$ cat src/hw/rtl/wavp_pkg.sv
// Shared types and constants for the RIFF/WAVE header stream parser.
package wavp_pkg;

  // Chunk tags as little-endian 32-bit words
  localparam logic [31:0] TAG_RIFF = 32'h4646_4952;
  localparam logic [31:0] TAG_WAVE = 32'h4556_4157;
  localparam logic [31:0] TAG_FMT  = 32'h2074_6D66;
  localparam logic [31:0] TAG_DATA = 32'h6174_6164;

  // Fixed part of the fmt chunk body
  localparam logic [31:0] FMT_BODY_LEN = 32'd16;

  // Accepted format values
  localparam logic [15:0] FMT_PCM      = 16'd1;
  localparam logic [15:0] MAX_CHANNELS = 16'd2;
  localparam logic [31:0] RATE_11025   = 32'd11025;
  localparam logic [31:0] RATE_22050   = 32'd22050;
  localparam logic [31:0] RATE_44100   = 32'd44100;
  localparam logic [31:0] RATE_48000   = 32'd48000;
  localparam logic [15:0] BITS_8       = 16'd8;
  localparam logic [15:0] BITS_16      = 16'd16;
  localparam logic [15:0] BITS_24      = 16'd24;

  // Result status codes
  typedef enum logic [1:0] {
    ST_ACCEPT = 2'd0,
    ST_REJECT = 2'd1,
    ST_PCM    = 2'd2
  } status_e;

  // Parser phases, one-hot
  typedef enum logic [12:0] {
    PH_RIFF    = 13'b0_0000_0000_0001,
    PH_RLEN    = 13'b0_0000_0000_0010,
    PH_WAVE    = 13'b0_0000_0000_0100,
    PH_FMTID   = 13'b0_0000_0000_1000,
    PH_FMTSZ   = 13'b0_0000_0001_0000,
    PH_FMTBODY = 13'b0_0000_0010_0000,
    PH_FMTEXT  = 13'b0_0000_0100_0000,
    PH_CKID    = 13'b0_0000_1000_0000,
    PH_DATASZ  = 13'b0_0001_0000_0000,
    PH_CKSZ    = 13'b0_0010_0000_0000,
    PH_CKSKIP  = 13'b0_0100_0000_0000,
    PH_PCM     = 13'b0_1000_0000_0000,
    PH_REJECT  = 13'b1_0000_0000_0000
  } phase_e;

endpackage

$ cat src/hw/rtl/wavp_if.sv
// Valid/ready stream interfaces for the parser input and result channels.
interface wavp_in_if;
  logic       valid;
  logic       ready;
  logic       kind;
  logic [7:0] file_byte;

  modport source (output valid, kind, file_byte, input ready);
  modport sink   (input valid, kind, file_byte, output ready);
endinterface

interface wavp_out_if;
  logic              valid;
  logic              ready;
  wavp_pkg::status_e status;
  logic [7:0]        pcm_byte;
  logic [1:0]        channel_count;
  logic [15:0]       sample_rate;
  logic [4:0]        sample_bits;
  logic [31:0]       data_length;

  modport source (output valid, status, pcm_byte, channel_count, sample_rate, sample_bits,
                  data_length, input ready);
  modport sink   (input valid, status, pcm_byte, channel_count, sample_rate, sample_bits,
                  data_length, output ready);
endinterface

$ cat src/hw/rtl/wav_header_stream_parser.sv
// RIFF/WAVE header stream parser top level.
//
// Usage: feed a WAVE file one byte per item on in_i (kind 0 = file byte,
// kind 1 = end of stream). The parser checks the RIFF and WAVE tags, reads
// the fmt chunk, skips other chunks until the data chunk header, and then
// passes every further byte through as PCM on out_o. It gives one result
// when the header is accepted (format and data length), one when the file
// is rejected, and one per PCM byte. After a rejection bytes are dropped
// until end of stream; end of stream always rearms the parser for a new file.
// Output: a result shows on out_o in the cycle after its item is accepted.
// Throughput: one item per cycle while out_o is not stalled; each byte updates
// the parser state and the result lands in one output register.
// Reset: the parser expects a RIFF tag and the output register is empty.
// Stall: while out_o holds an item that is not taken, in_i.ready is low and
// the held item stays unchanged; an item is taken in the same cycle in which
// the held result leaves.
module wav_header_stream_parser (
  input  logic                clk_i,
  input  logic                rst_ni,
  wavp_in_if.sink             in_i,
  wavp_out_if.source          out_o
);
  import wavp_pkg::*;

  typedef struct packed {
    status_e     status;
    logic [7:0]  pcm_byte;
    logic [1:0]  channel_count;
    logic [15:0] sample_rate;
    logic [4:0]  sample_bits;
    logic [31:0] data_length;
  } res_t;

  // Parser state
  phase_e      phase_q, phase_d;
  logic [1:0]  cnt_q, cnt_d;
  logic [31:0] ws_q, ws_d;
  logic [31:0] skip_q, skip_d;
  logic [31:0] chunk_q, chunk_d;
  logic [15:0] fmt_tag_q, fmt_tag_d;
  logic [15:0] chan_q, chan_d;
  logic [31:0] rate_q, rate_d;
  logic [15:0] bits_q, bits_d;
  logic        pad_q, pad_d;

  // Output register
  logic        out_valid_q;
  res_t        res_q;

  // Step logic
  logic        accept;
  logic        res_valid;
  res_t        res;
  logic [31:0] ws_next;
  logic [1:0]  cnt_next;
  logic [3:0]  body_idx;
  logic [31:0] ext_len;
  logic        busy;
  logic        fmt_good;

  function automatic logic format_ok(logic [15:0] tag, logic [15:0] chan,
                                     logic [31:0] rate, logic [15:0] bits);
    logic ok;
    ok = (tag == FMT_PCM) && (chan <= MAX_CHANNELS);
    ok = ok && (rate == RATE_11025 || rate == RATE_22050 ||
                rate == RATE_44100 || rate == RATE_48000);
    ok = ok && (bits == BITS_8 || bits == BITS_16 || bits == BITS_24);
    return ok;
  endfunction

  assign in_i.ready = !out_valid_q || out_o.ready;
  assign accept     = in_i.valid && in_i.ready;
  assign ws_next    = {in_i.file_byte, ws_q[31:8]};
  assign cnt_next   = cnt_q + 2'd1;
  assign body_idx   = 4'd0 - skip_q[3:0];
  assign ext_len    = chunk_q - FMT_BODY_LEN;
  assign busy       = (phase_q == PH_RIFF)   || (phase_q == PH_RLEN)  ||
                      (phase_q == PH_WAVE)   || (phase_q == PH_FMTID) ||
                      (phase_q == PH_FMTSZ)  || (phase_q == PH_FMTBODY) ||
                      (phase_q == PH_FMTEXT) || (phase_q == PH_CKID)  ||
                      (phase_q == PH_DATASZ) || (phase_q == PH_CKSZ)  ||
                      (phase_q == PH_CKSKIP);

  // Advance the parser by one accepted item
  always_comb begin
    phase_d   = phase_q;
    cnt_d     = cnt_q;
    ws_d      = ws_q;
    skip_d    = skip_q;
    chunk_d   = chunk_q;
    fmt_tag_d = fmt_tag_q;
    chan_d    = chan_q;
    rate_d    = rate_q;
    bits_d    = bits_q;
    pad_d     = pad_q;
    res_valid = 1'b0;
    res       = '0;
    fmt_good  = 1'b0;

    if (accept) begin
      if (in_i.kind) begin
        // End of stream: rearm, report an unfinished header as rejected
        phase_d   = PH_RIFF;
        cnt_d     = '0;
        ws_d      = '0;
        skip_d    = '0;
        chunk_d   = '0;
        fmt_tag_d = '0;
        chan_d    = '0;
        rate_d    = '0;
        bits_d    = '0;
        pad_d     = 1'b0;
        if (busy) begin
          res_valid  = 1'b1;
          res.status = ST_REJECT;
        end
      end else begin
        case (phase_q)
          PH_PCM: begin
            res_valid    = 1'b1;
            res.status   = ST_PCM;
            res.pcm_byte = in_i.file_byte;
          end
          PH_FMTBODY: begin
            // Capture format fields by byte position in the body
            if (body_idx < 4'd2) begin
              fmt_tag_d[{body_idx[0], 3'b000} +: 8] = in_i.file_byte;
            end else if (body_idx < 4'd4) begin
              chan_d[{body_idx[0], 3'b000} +: 8] = in_i.file_byte;
            end else if (body_idx < 4'd8) begin
              rate_d[{body_idx[1:0], 3'b000} +: 8] = in_i.file_byte;
            end else if (body_idx >= 4'd14) begin
              bits_d[{body_idx[0], 3'b000} +: 8] = in_i.file_byte;
            end
            if (skip_q != '0) begin
              skip_d = skip_q - 32'd1;
            end
            if (skip_d == '0) begin
              skip_d = ext_len;
              pad_d  = ext_len[0];
              if (ext_len == '0) begin
                fmt_good = format_ok(fmt_tag_d, chan_d, rate_d, bits_d);
                if (fmt_good) begin
                  phase_d = PH_CKID;
                end else begin
                  phase_d    = PH_REJECT;
                  res_valid  = 1'b1;
                  res.status = ST_REJECT;
                end
              end else begin
                phase_d = PH_FMTEXT;
              end
            end
          end
          PH_FMTEXT, PH_CKSKIP: begin
            // Drop one skipped byte, then the pad byte of an odd length
            if (skip_q != '0) begin
              skip_d = skip_q - 32'd1;
            end else begin
              pad_d = 1'b0;
            end
            if (skip_d == '0 && !pad_d) begin
              if (phase_q == PH_CKSKIP) begin
                phase_d = PH_CKID;
              end else begin
                fmt_good = format_ok(fmt_tag_q, chan_q, rate_q, bits_q);
                if (fmt_good) begin
                  phase_d = PH_CKID;
                end else begin
                  phase_d    = PH_REJECT;
                  res_valid  = 1'b1;
                  res.status = ST_REJECT;
                end
              end
            end
          end
          PH_RIFF, PH_RLEN, PH_WAVE, PH_FMTID, PH_FMTSZ, PH_CKID, PH_DATASZ,
          PH_CKSZ: begin
            // Shift in a header word, act on it once four bytes are in
            ws_d  = ws_next;
            cnt_d = cnt_next;
            if (cnt_next == 2'd0) begin
              case (phase_q)
                PH_RIFF: begin
                  if (ws_next != TAG_RIFF) begin
                    phase_d    = PH_REJECT;
                    res_valid  = 1'b1;
                    res.status = ST_REJECT;
                  end else begin
                    phase_d = PH_RLEN;
                  end
                end
                PH_RLEN: begin
                  if (ws_next == '0) begin
                    phase_d    = PH_REJECT;
                    res_valid  = 1'b1;
                    res.status = ST_REJECT;
                  end else begin
                    phase_d = PH_WAVE;
                  end
                end
                PH_WAVE: begin
                  if (ws_next != TAG_WAVE) begin
                    phase_d    = PH_REJECT;
                    res_valid  = 1'b1;
                    res.status = ST_REJECT;
                  end else begin
                    phase_d = PH_FMTID;
                  end
                end
                PH_FMTID: begin
                  if (ws_next != TAG_FMT) begin
                    phase_d    = PH_REJECT;
                    res_valid  = 1'b1;
                    res.status = ST_REJECT;
                  end else begin
                    phase_d = PH_FMTSZ;
                  end
                end
                PH_FMTSZ: begin
                  if (ws_next < FMT_BODY_LEN) begin
                    phase_d    = PH_REJECT;
                    res_valid  = 1'b1;
                    res.status = ST_REJECT;
                  end else begin
                    chunk_d   = ws_next;
                    skip_d    = FMT_BODY_LEN;
                    fmt_tag_d = '0;
                    chan_d    = '0;
                    rate_d    = '0;
                    bits_d    = '0;
                    phase_d   = PH_FMTBODY;
                  end
                end
                PH_CKID: begin
                  phase_d = (ws_next == TAG_DATA) ? PH_DATASZ : PH_CKSZ;
                end
                PH_DATASZ: begin
                  phase_d           = PH_PCM;
                  res_valid         = 1'b1;
                  res.status        = ST_ACCEPT;
                  res.channel_count = chan_q[1:0];
                  res.sample_rate   = rate_q[15:0];
                  res.sample_bits   = bits_q[4:0];
                  res.data_length   = ws_next;
                end
                PH_CKSZ: begin
                  skip_d  = ws_next;
                  pad_d   = ws_next[0];
                  phase_d = (ws_next == '0) ? PH_CKID : PH_CKSKIP;
                end
                default: begin
                end
              endcase
            end
          end
          default: begin
            // Rejected file or unused code: drop the byte
          end
        endcase
      end
    end
  end

  // Hold parser state
  always_ff @(posedge clk_i or negedge rst_ni) begin
    if (!rst_ni) begin
      phase_q   <= PH_RIFF;
      cnt_q     <= '0;
      ws_q      <= '0;
      skip_q    <= '0;
      chunk_q   <= '0;
      fmt_tag_q <= '0;
      chan_q    <= '0;
      rate_q    <= '0;
      bits_q    <= '0;
      pad_q     <= 1'b0;
    end else begin
      phase_q   <= phase_d;
      cnt_q     <= cnt_d;
      ws_q      <= ws_d;
      skip_q    <= skip_d;
      chunk_q   <= chunk_d;
      fmt_tag_q <= fmt_tag_d;
      chan_q    <= chan_d;
      rate_q    <= rate_d;
      bits_q    <= bits_d;
      pad_q     <= pad_d;
    end
  end

  // Load the output register, clear it once taken
  always_ff @(posedge clk_i or negedge rst_ni) begin
    if (!rst_ni) begin
      out_valid_q <= 1'b0;
    end else if (in_i.ready) begin
      out_valid_q <= accept && res_valid;
    end
  end

  always_ff @(posedge clk_i) begin
    if (accept && res_valid) begin
      res_q <= res;
    end
  end

  assign out_o.valid         = out_valid_q;
  assign out_o.status        = res_q.status;
  assign out_o.pcm_byte      = res_q.pcm_byte;
  assign out_o.channel_count = res_q.channel_count;
  assign out_o.sample_rate   = res_q.sample_rate;
  assign out_o.sample_bits   = res_q.sample_bits;
  assign out_o.data_length   = res_q.data_length;

`ifndef SYNTHESIS
  // End of stream always rearms the parser
  a_eos_rearm: assert property (@(posedge clk_i) disable iff (!rst_ni)
    (accept && in_i.kind) |=> (phase_q == PH_RIFF))
    else $error("parser not rearmed after end of stream");

  // A byte in pass-through comes out unchanged in the next cycle
  a_pcm_pass: assert property (@(posedge clk_i) disable iff (!rst_ni)
    (accept && !in_i.kind && phase_q == PH_PCM) |=>
      (out_valid_q && res_q.status == ST_PCM && res_q.pcm_byte == $past(in_i.file_byte)))
    else $error("pcm byte not passed through");

  // A rejected file yields nothing for its remaining bytes
  a_reject_quiet: assert property (@(posedge clk_i) disable iff (!rst_ni)
    (accept && !in_i.kind && phase_q == PH_REJECT) |=> !out_valid_q)
    else $error("result produced after rejection");
`endif

endmodule
$ cat src/flat_wrapper.sv
// flat-port wrapper written by rule: the top's interface ports become plain ports
module wav_header_stream_parser_flat import wavp_pkg::*;
  (clk_i, rst_ni, in_i_valid, in_i_kind, in_i_file_byte, in_i_ready, out_o_valid, out_o_status, out_o_pcm_byte, out_o_channel_count, out_o_sample_rate, out_o_sample_bits, out_o_data_length, out_o_ready);
  wavp_in_if in_i_i ();
  wavp_out_if out_o_i ();
  input  logic clk_i;
  input  logic rst_ni;
  input wire logic [$bits(in_i_i.valid)-1:0] in_i_valid;
  input wire logic [$bits(in_i_i.kind)-1:0] in_i_kind;
  input wire logic [$bits(in_i_i.file_byte)-1:0] in_i_file_byte;
  output wire logic [$bits(in_i_i.ready)-1:0] in_i_ready;
  output wire logic [$bits(out_o_i.valid)-1:0] out_o_valid;
  output wire logic [$bits(out_o_i.status)-1:0] out_o_status;
  output wire logic [$bits(out_o_i.pcm_byte)-1:0] out_o_pcm_byte;
  output wire logic [$bits(out_o_i.channel_count)-1:0] out_o_channel_count;
  output wire logic [$bits(out_o_i.sample_rate)-1:0] out_o_sample_rate;
  output wire logic [$bits(out_o_i.sample_bits)-1:0] out_o_sample_bits;
  output wire logic [$bits(out_o_i.data_length)-1:0] out_o_data_length;
  input wire logic [$bits(out_o_i.ready)-1:0] out_o_ready;
  assign in_i_i.valid = in_i_valid;
  assign in_i_i.kind = in_i_kind;
  assign in_i_i.file_byte = in_i_file_byte;
  assign in_i_ready = in_i_i.ready;
  assign out_o_valid = out_o_i.valid;
  assign out_o_status = out_o_i.status;
  assign out_o_pcm_byte = out_o_i.pcm_byte;
  assign out_o_channel_count = out_o_i.channel_count;
  assign out_o_sample_rate = out_o_i.sample_rate;
  assign out_o_sample_bits = out_o_i.sample_bits;
  assign out_o_data_length = out_o_i.data_length;
  assign out_o_i.ready = out_o_ready;
  wav_header_stream_parser u_core (.clk_i(clk_i), .rst_ni(rst_ni), .in_i(in_i_i), .out_o(out_o_i));
endmodule
$ cat config.mk
export PLATFORM = sky130hd
export DESIGN_NAME = wav_header_stream_parser_flat
export DESIGN_NICKNAME = d
export VERILOG_FILES = /design/src/hw/rtl/wavp_pkg.sv /design/src/hw/rtl/wavp_if.sv /design/src/hw/rtl/wav_header_stream_parser.sv /design/src/flat_wrapper.sv
export SDC_FILE = /design/constraint.sdc
export NUM_CORES = 1
export LEC_CHECK = 0
export BUFFER_PORTS_ARGS = -buffer_cell sky130_fd_sc_hd__buf_4
export CAP_MARGIN = 25
export CORE_MARGIN = 1.5
export CORE_UTILIZATION = 55
export CTS_CLUSTER_DIAMETER = 100
export CTS_CLUSTER_SIZE = 25
export DETAILED_ROUTE_END_ITERATION = 8
export PLACE_DENSITY = 0.73
export SLEW_MARGIN = 20
export SYNTH_ARGS = -nofsm -noshare
export SYNTH_HDL_FRONTEND = slang
export SYNTH_SLANG_ARGS = --single-unit
$ cat constraint.sdc
create_clock -name clk_i -period 10.3 [get_ports clk_i]
set_input_delay 0.515 -clock clk_i [delete_from_list [all_inputs] [get_ports clk_i]]
set_output_delay 0.515 -clock clk_i [all_outputs]
set_load 0.05 [all_outputs]
==> reports/results.tsv, run 1 <==
metric	value	unit
mapped cell area	14060	sq um
DP Wirelength	30320	microns
Overflow after GRT	0	
final cell count without fillers	1855	
Placeable Area	25110	sq um
footprint of the multi-input gates	6988	sq um
power per unit of standard cell area	250.7	nW/um^2
Max stage delay on crit path	690	ps
Max-Slew Margin vs Limit	33.19	%
CTS H-tree lvls	1	
number of failing setup endpoints in the final timing report	0	
setup repair after global routing missed its margin	no	
clock tree skew after final layout	26.52	ps
number of I/O port buffers	79	
standard-cell rows	58	
wire length reported by the detailed router	44370	microns
final design utilization	60.26	%
Netlist cell types	88	
largest net degree at the start of global routing	113	
number of instances resized during post-cts repair	0	
Hold/Removal Path Class	in2async	
FF+latch area	6583	sq um
number of buffers on the longest clock path	3	
number of diodes	0	
cts bufs inserted	13	
Achievable Freq	158.1	MHz
leakage power total	0.006090	uW
CTS Root Buffer Type	clkbuf_16	
remaining antenna violation count after routing	0	
data arrival time of the worst path	6450	ps
async set-reset flop share out of synthesis	74.00	%
post-route fraction of the period consumed by the critical path	61.40	%
total die area	26540	sq um
Fin Hold WS	130.6	ps
critical path capture point type	flop	
worst voltage drop across the vdd grid	0.0001688	V
clock latency at the later pin of the worst-skew pair	500	ps
required time of the worst setup path	10430	ps
clock sinks	250	
vias in the first global route	11620	
max-slew violations	0	
filler instances	2231	
critical path class	reg2reg	
sequence of cells on the critical path	inv_1 > ha_1 > or4b_4 > nor4_4 > nand3_1 > nand3_1 > xor2_1 > nand4_1 > nor3_4 > a21oi_1 > a31oi_4 > buf_4	
part of the Yosys area used for sequential elements	46.81	%
count of flip-flops with a built-in enable after synthesis	65	
DRC marker count from the first detailed-route iteration	1564	
number of standard cells after synthesis	1516	
reg2reg setup slack	3980	ps
number of primary I/O pins	80	
average footprint of a synthesized cell	9.277	sq um
# hold bufs at CTS	0	
startpoint kind of the worst setup timing path	flop	
die width	162.9	microns
area delta synth->final	7.589	%
Worst path top cell family by delay	simple AND/OR/NAND/NOR gates	
first-pass GRT wire length	68940	microns
aggregate negative setup slack	0	ps
cell with the most instances on the worst path	nand3_1	
Vert. Die Dim	162.9	microns
initial standard-cell utilization of the core	56.01	%
per-cell via count in the routed design	6.679	
slew at the pin with the worst max-slew slack	999.8	ps
number of iterations in the first detailed-routing pass	5	
count of state elements after synthesis	250	
flip-flop cell with the highest count after synthesis	dfrtp_1	
total buffers and inverters traversed by the critical path	2	
number of hold violations in the final report	0	
clock tree from TritonCTS	done	
total nets after synthesis	1537	
remaining routing DRC violations	0	
via count of the routed design	12390	
largest fanout on the critical path	43	
routed len/inst	23.92	microns
status	complete, no violations	
number of max-capacitance violations reported	0	
number of antenna violations at the first check in global routing	2	
layout cell share with drive strength beyond 1	10.49	%
Placed Cells incl. Taps	1836	
slowest cell on the critical path	a31oi_4	
total track usage	33.75	%
Warnings, synthesis	0	
fin crit period	6324	ps
Setup Fix Bufs, Post-CTS	0	
clk slew on worst S/H paths	100	ps
weighted congestion reported at the end of routability-driven placement	0.9223	
final net count	1543	
sequential cells by signal (all words and copies together) (netlist names):
name and cells:
u_core.chan_q 16, u_core.out_o.status 2, u_core.out_o.pcm_byte 8, u_core.skip_q 32
u_core.ws_q 24, u_core.pad_q 1, u_core.out_o.valid 1, u_core.fmt_tag_q 16
u_core.out_o.sample_rate 16, u_core.out_o.data_length 32, u_core.cnt_q 2, u_core.chunk_q 32
u_core.out_o.channel_count 2, u_core.bits_q 16, u_core.rate_q 32, u_core.phase_q 13
u_core.out_o.sample_bits 5
through the flow:
stage / worst slack (ps) / total power [uW] / area [sq um]
2_1_floorplan: 2956 / 2673 / 14060
3_3_place_gp: 4295 / 3178 / 14750
3_5_place_dp: 4127 / 3199 / 14760
4_1_cts: 4103 / 3746 / 15100
5_1_grt: 3547 / 3999 / 15130
6_report: 3976 / 3793 / 15130
worst paths after layout:
check / cells past startpoint / from / end
worst max-delay path: 12 / u_core.skip_q[0] / u_core.out_o.data_length[29]
max in group asynchronous: 3 / rst_ni / u_core.bits_q[5]
min in group clk_i: 3 / in_i_valid / u_core.out_o.valid
worst min-delay path: 1 / rst_ni / u_core.ws_q[15]
worst min register to register: 1 / u_core.chan_q[9] / u_core.chan_q[9]
worst max register to register: 12 / u_core.skip_q[0] / u_core.out_o.data_length[29]
logic make-up (layout without fill, tap and decap cells):
kind of cell    Yosys count  in the layout  share of synthesized area [%]
compound gates          389            389                          19.12
xor+xnor                 51             51                          3.176
mux                       9              9                         0.6584
buf+inv                 122            131                          3.737
fa+ha+maj                 8              8                         0.7118
simple gates            687            687                          25.79
flops                   250            250                          46.81
layer usage:
metal	vias up	share of wire, %	GRT usage (%)
li1	5571	-	-
met1	6068	43	49.22
met2	650	44	51.30
met3	101	9.8	6.519
met4	0	2.7	9.383
met5	-	0	0
report_power, final:
group          internal [uW]  total (uW)  switching [uW]
sequential              1200        1510             312
clock                    236         553             317
combinational            585        1730            1150
total                   2020        3790            1780
synthesized netlist by cell type, types with 4 or more instances:
cell type | count | area, sq um
and3_1 | 10 | 62.56
nand3_1 | 37 | 185.2
nand2_2 | 10 | 62.56
and3b_1 | 4 | 35.03
nor3_1 | 56 | 280.3
o21a_1 | 5 | 37.54
mux2i_1 | 7 | 70.07
o21ai_1 | 15 | 75.07
nor4_1 | 40 | 250.2
nand2b_1 | 17 | 106.4
dfrtp_1 | 184 | 4604
and4_1 | 6 | 52.55
nand4b_1 | 5 | 43.79
nand3b_1 | 7 | 52.55
o22ai_1 | 5 | 31.28
and2_1 | 69 | 431.7
xor2_1 | 27 | 236.5
a31oi_1 | 15 | 93.84
buf_2 | 8 | 40.04
a21o_1 | 9 | 67.56
a21boi_0 | 6 | 45.04
o21ai_0 | 120 | 600.6
buf_1 | 6 | 22.52
nor2b_1 | 11 | 68.82
a22oi_1 | 14 | 105.1
a22o_1 | 74 | 648.1
nor4b_1 | 7 | 61.31
or4_1 | 15 | 112.6
a31oi_2 | 14 | 175.2
nand2_1 | 207 | 777.0
xnor2_1 | 24 | 210.2
clkbuf_1 | 84 | 315.3
nor2_1 | 101 | 379.1
nor3b_1 | 9 | 67.56
edfxtp_1 | 65 | 1952
a21oi_1 | 44 | 220.2
nand4_1 | 29 | 181.4
or3_1 | 22 | 137.6
o31ai_1 | 7 | 52.55
inv_1 | 18 | 67.56
ha_1 | 8 | 100.1
a211oi_1 | 10 | 75.07
o211ai_1 | 8 | 60.06
worst register-to-register path, stage by stage (launching register included):
cell and delay (ps):
dfrtp_1 630, inv_1 240, ha_1 560, or4b_4 580, nor4_4 520, nand3_1 600, nand3_1 300, xor2_1 240
nand4_1 300, nor3_4 470, a21oi_1 210, a31oi_4 690, buf_4 580
layout make-up:
| type | count | share of cell area [%] |
|---|---|---|
| well taps | 330 | 2.729 |
| multi-input cells | 1144 | 46.18 |
| clock buffers | 18 | 2.274 |
| inverters | 19 | 0.4713 |
| repair buffers | 94 | 4.837 |
| flip-flops and latches | 250 | 43.50 |
layout by cell type (no fill, tap or decap), types with 13 or more instances in the layout:
cell and n:
clkbuf_16 13, edfxtp_1 65, dfrtp_1 184, and2_1 69
or3_1 22, buf_4 92, inv_1 18, a22oi_1 14
nand4_1 29, nor3_1 56, xnor2_1 24, nand2b_1 17
o21ai_0 120, a31oi_2 14, a31oi_1 14, xor2_1 27
or4_1 15, a21oi_1 44, nand2_1 206, o21ai_1 15
nor4_1 39, nand3_1 37, a22o_1 74, nor2_1 100
(Power assumes the default switching activity.)
==> run 2: changes to the inputs <==
Settings changed: PLACE_DENSITY 0.73 to 0.76.
Clock period 10.3 ns to 5.3 ns, I/O delays scaled along.
==> reports/results.tsv, run 2 (same netlist as run 1, synthesis figures left out) <==
metric	value	unit	change
status	complete, no violations		
cts bufs inserted	14		+1
post-route fraction of the period consumed by the critical path	88.15	%	+27 points
clock latency at the later pin of the worst-skew pair	510	ps	about the same
Max-Slew Margin vs Limit	32.91	%	-0.28 points
largest net degree at the start of global routing	114		+0.88%
Placement Cell Area	14870	sq um	+0.75%
Placeable Area	25110	sq um	unchanged
critical path capture point type	flop		
data arrival time of the worst path	4900	ps	-1550 ps
commonest cells after routing, fill and taps aside	nand2_1, dfrtp_1, o21ai_0		
cell with the most instances on the worst path	buf_4		
Achievable Freq	214.0	MHz	+35%
commonest non-fill, non-tap cell in the layout	nand2_1		
total track usage	33.43	%	-0.32 points
DRC marker count from the first detailed-route iteration	1391		-11%
number of instances resized during post-cts repair	0		unchanged
global routing usage on met2	49.63	%	-1.7 points
required time of the worst setup path	5530	ps	-4900 ps
CTS Root Buffer Type	clkbuf_16		
weighted congestion reported at the end of routability-driven placement	0.9506		+3.1%
number of primary I/O pins	80		unchanged
post-layout power	7595	uW	+100%
number of diodes	0		unchanged
leakage power total	0.006195	uW	+1.7%
vias in the first global route	11640		+0.21%
clk slew on worst S/H paths	100	ps	about the same
number of failing setup endpoints in the final timing report	0		unchanged
standard-cell rows	58		unchanged
per-cell via count in the routed design	6.655		-0.37%
total die area	26540	sq um	unchanged
setup repair after global routing missed its margin	no		
number of antenna violations at the first check in global routing	2		unchanged
remaining routing DRC violations	0		unchanged
critical path class	reg2reg		
filler instances	2147		-3.8%
DP Wirelength	30270	microns	-0.15%
Fin Hold WS	19.33	ps	-111.2 ps
via count of the routed design	12470		+0.65%
footprint of the multi-input gates	6980	sq um	-0.11%
number of buffers on the longest clock path	3		unchanged
slew at the pin with the worst max-slew slack	997.2	ps	-2.593 ps
GRT busiest layer	met2		
Max stage delay on crit path	560	ps	-130 ps
Hold/Removal Path Class	in2reg		
worst voltage drop across the vdd grid	0.0003169	V	+88%
number of iterations in the first detailed-routing pass	6		+1
Vert. Die Dim	162.9	microns	unchanged
die width	162.9	microns	unchanged
first-pass GRT wire length	68270	microns	-0.97%
clock tree skew after final layout	19.78	ps	-6.740 ps
number of max-capacitance violations reported	0		unchanged
slowest cell on the critical path	a2111o_1		
Finished Cell Area	15320	sq um	+1.2%
met1 usage	48.45	%	-0.77 points
number of hold violations in the final report	0		unchanged
fin crit period	4672	ps	-1652 ps
Global Route met3 Usage	6.952	%	+0.43 points
clock tree from TritonCTS	done		
aggregate negative setup slack	0	ps	unchanged
layout cell share with drive strength beyond 1	11.40	%	+0.91 points
FF+latch area	6583	sq um	unchanged
number of I/O port buffers	79		unchanged
max-slew violations	0		unchanged
largest fanout on the critical path	65		+51%
sequence of cells on the critical path	inv_1 > ha_1 > buf_4 > nor2_1 > a21boi_1 > buf_4 > o21ai_1 > a211oi_1 > nor4b_1 > o311ai_0 > a2111o_1 > o2bb2ai_1 > a21oi_1 > a31oi_4 > buf_12		
startpoint kind of the worst setup timing path	flop		
area delta synth->final	8.932	%	
initial standard-cell utilization of the core	56.01	%	unchanged
Overflow after GRT	0		unchanged
routed len/inst	23.62	microns	-1.2%
power per unit of standard cell area	495.8	nW/um^2	+98%
remaining antenna violation count after routing	0		unchanged
wire length reported by the detailed router	44260	microns	-0.23%
final net count	1558		+0.97%
CTS H-tree lvls	1		unchanged
clock sinks	250		unchanged
run 2: cell count changes in the layout (fill, tap and decap cells not counted), sizes merged:
cell / change
buf: +13
clkbuf: +3
dlygate4sd3: +1
inv: +2
run 2: worst paths after layout:
kind	start	to	slack (ps)	cells past startpoint
worst max-delay path	u_core.skip_q[1]	u_core.out_o.data_length[26]	630	15
min in group asynchronous	rst_ni	u_core.ws_q[17]	430	2
worst min-delay path	in_i_valid	u_core.out_o.valid	20	3
worst min register to register	u_core.fmt_tag_q[1]	u_core.fmt_tag_q[1]	510	1
worst max register to register	u_core.skip_q[1]	u_core.out_o.data_length[26]	630	15
max in group asynchronous	rst_ni	u_core.bits_q[13]	3730	3
run 2: metal layers:
metal / vias to the layer above / share of wire, %
met2: 736 / 43
li1: 5595 / -
met5: - / 0
met3: 119 / 10
met1: 6021 / 43
met4: 0 / 3.8
run 2: final cells by class:
cell class | count | area share, %
clock inverter | 2 | 0.1633
inverter | 19 | 0.4655
sequential | 250 | 42.97
multi-input combinational | 1144 | 45.57
timing repair buffer | 108 | 5.546
tap | 330 | 2.695
clock buffer | 21 | 2.597
run 2: worst max-delay path: cells and delay by family (launching register included):
family	cells	cell delay (ps)
AO/OA/AOI/OAI	8	2250
flip-flops	1	550
adder cells (fa/ha/maj)	1	270
buffers and inverters	4	790
AND/OR/NAND/NOR	2	520
run 2: stage by stage:
step                      util, %  std cells  setup WS (ps)
after floorplan                 -       1516          406.9
after global placement      59.21       1848          887.9
after detailed placement    59.21       1848          794.3
after CTS                   60.93       1872          729.2
after global routing        61.01       1874          441.7
final                       61.01       1874          627.9
run 2: what timing repair did:
item                      in CTS  in global routing
hold endpoints to repair     110                  0
hold buffers                   1                  0
buffers inserted               0                  0
run 2: power breakdown:
part	switching [uW]	leakage [uW]	internal [uW]	total, uW
Clock	665	0.000204	538	1200
Sequential	589	0.00313	2330	2910
Combinational	2280	0.00287	1200	3480
Total	3540	0.00619	4060	7600
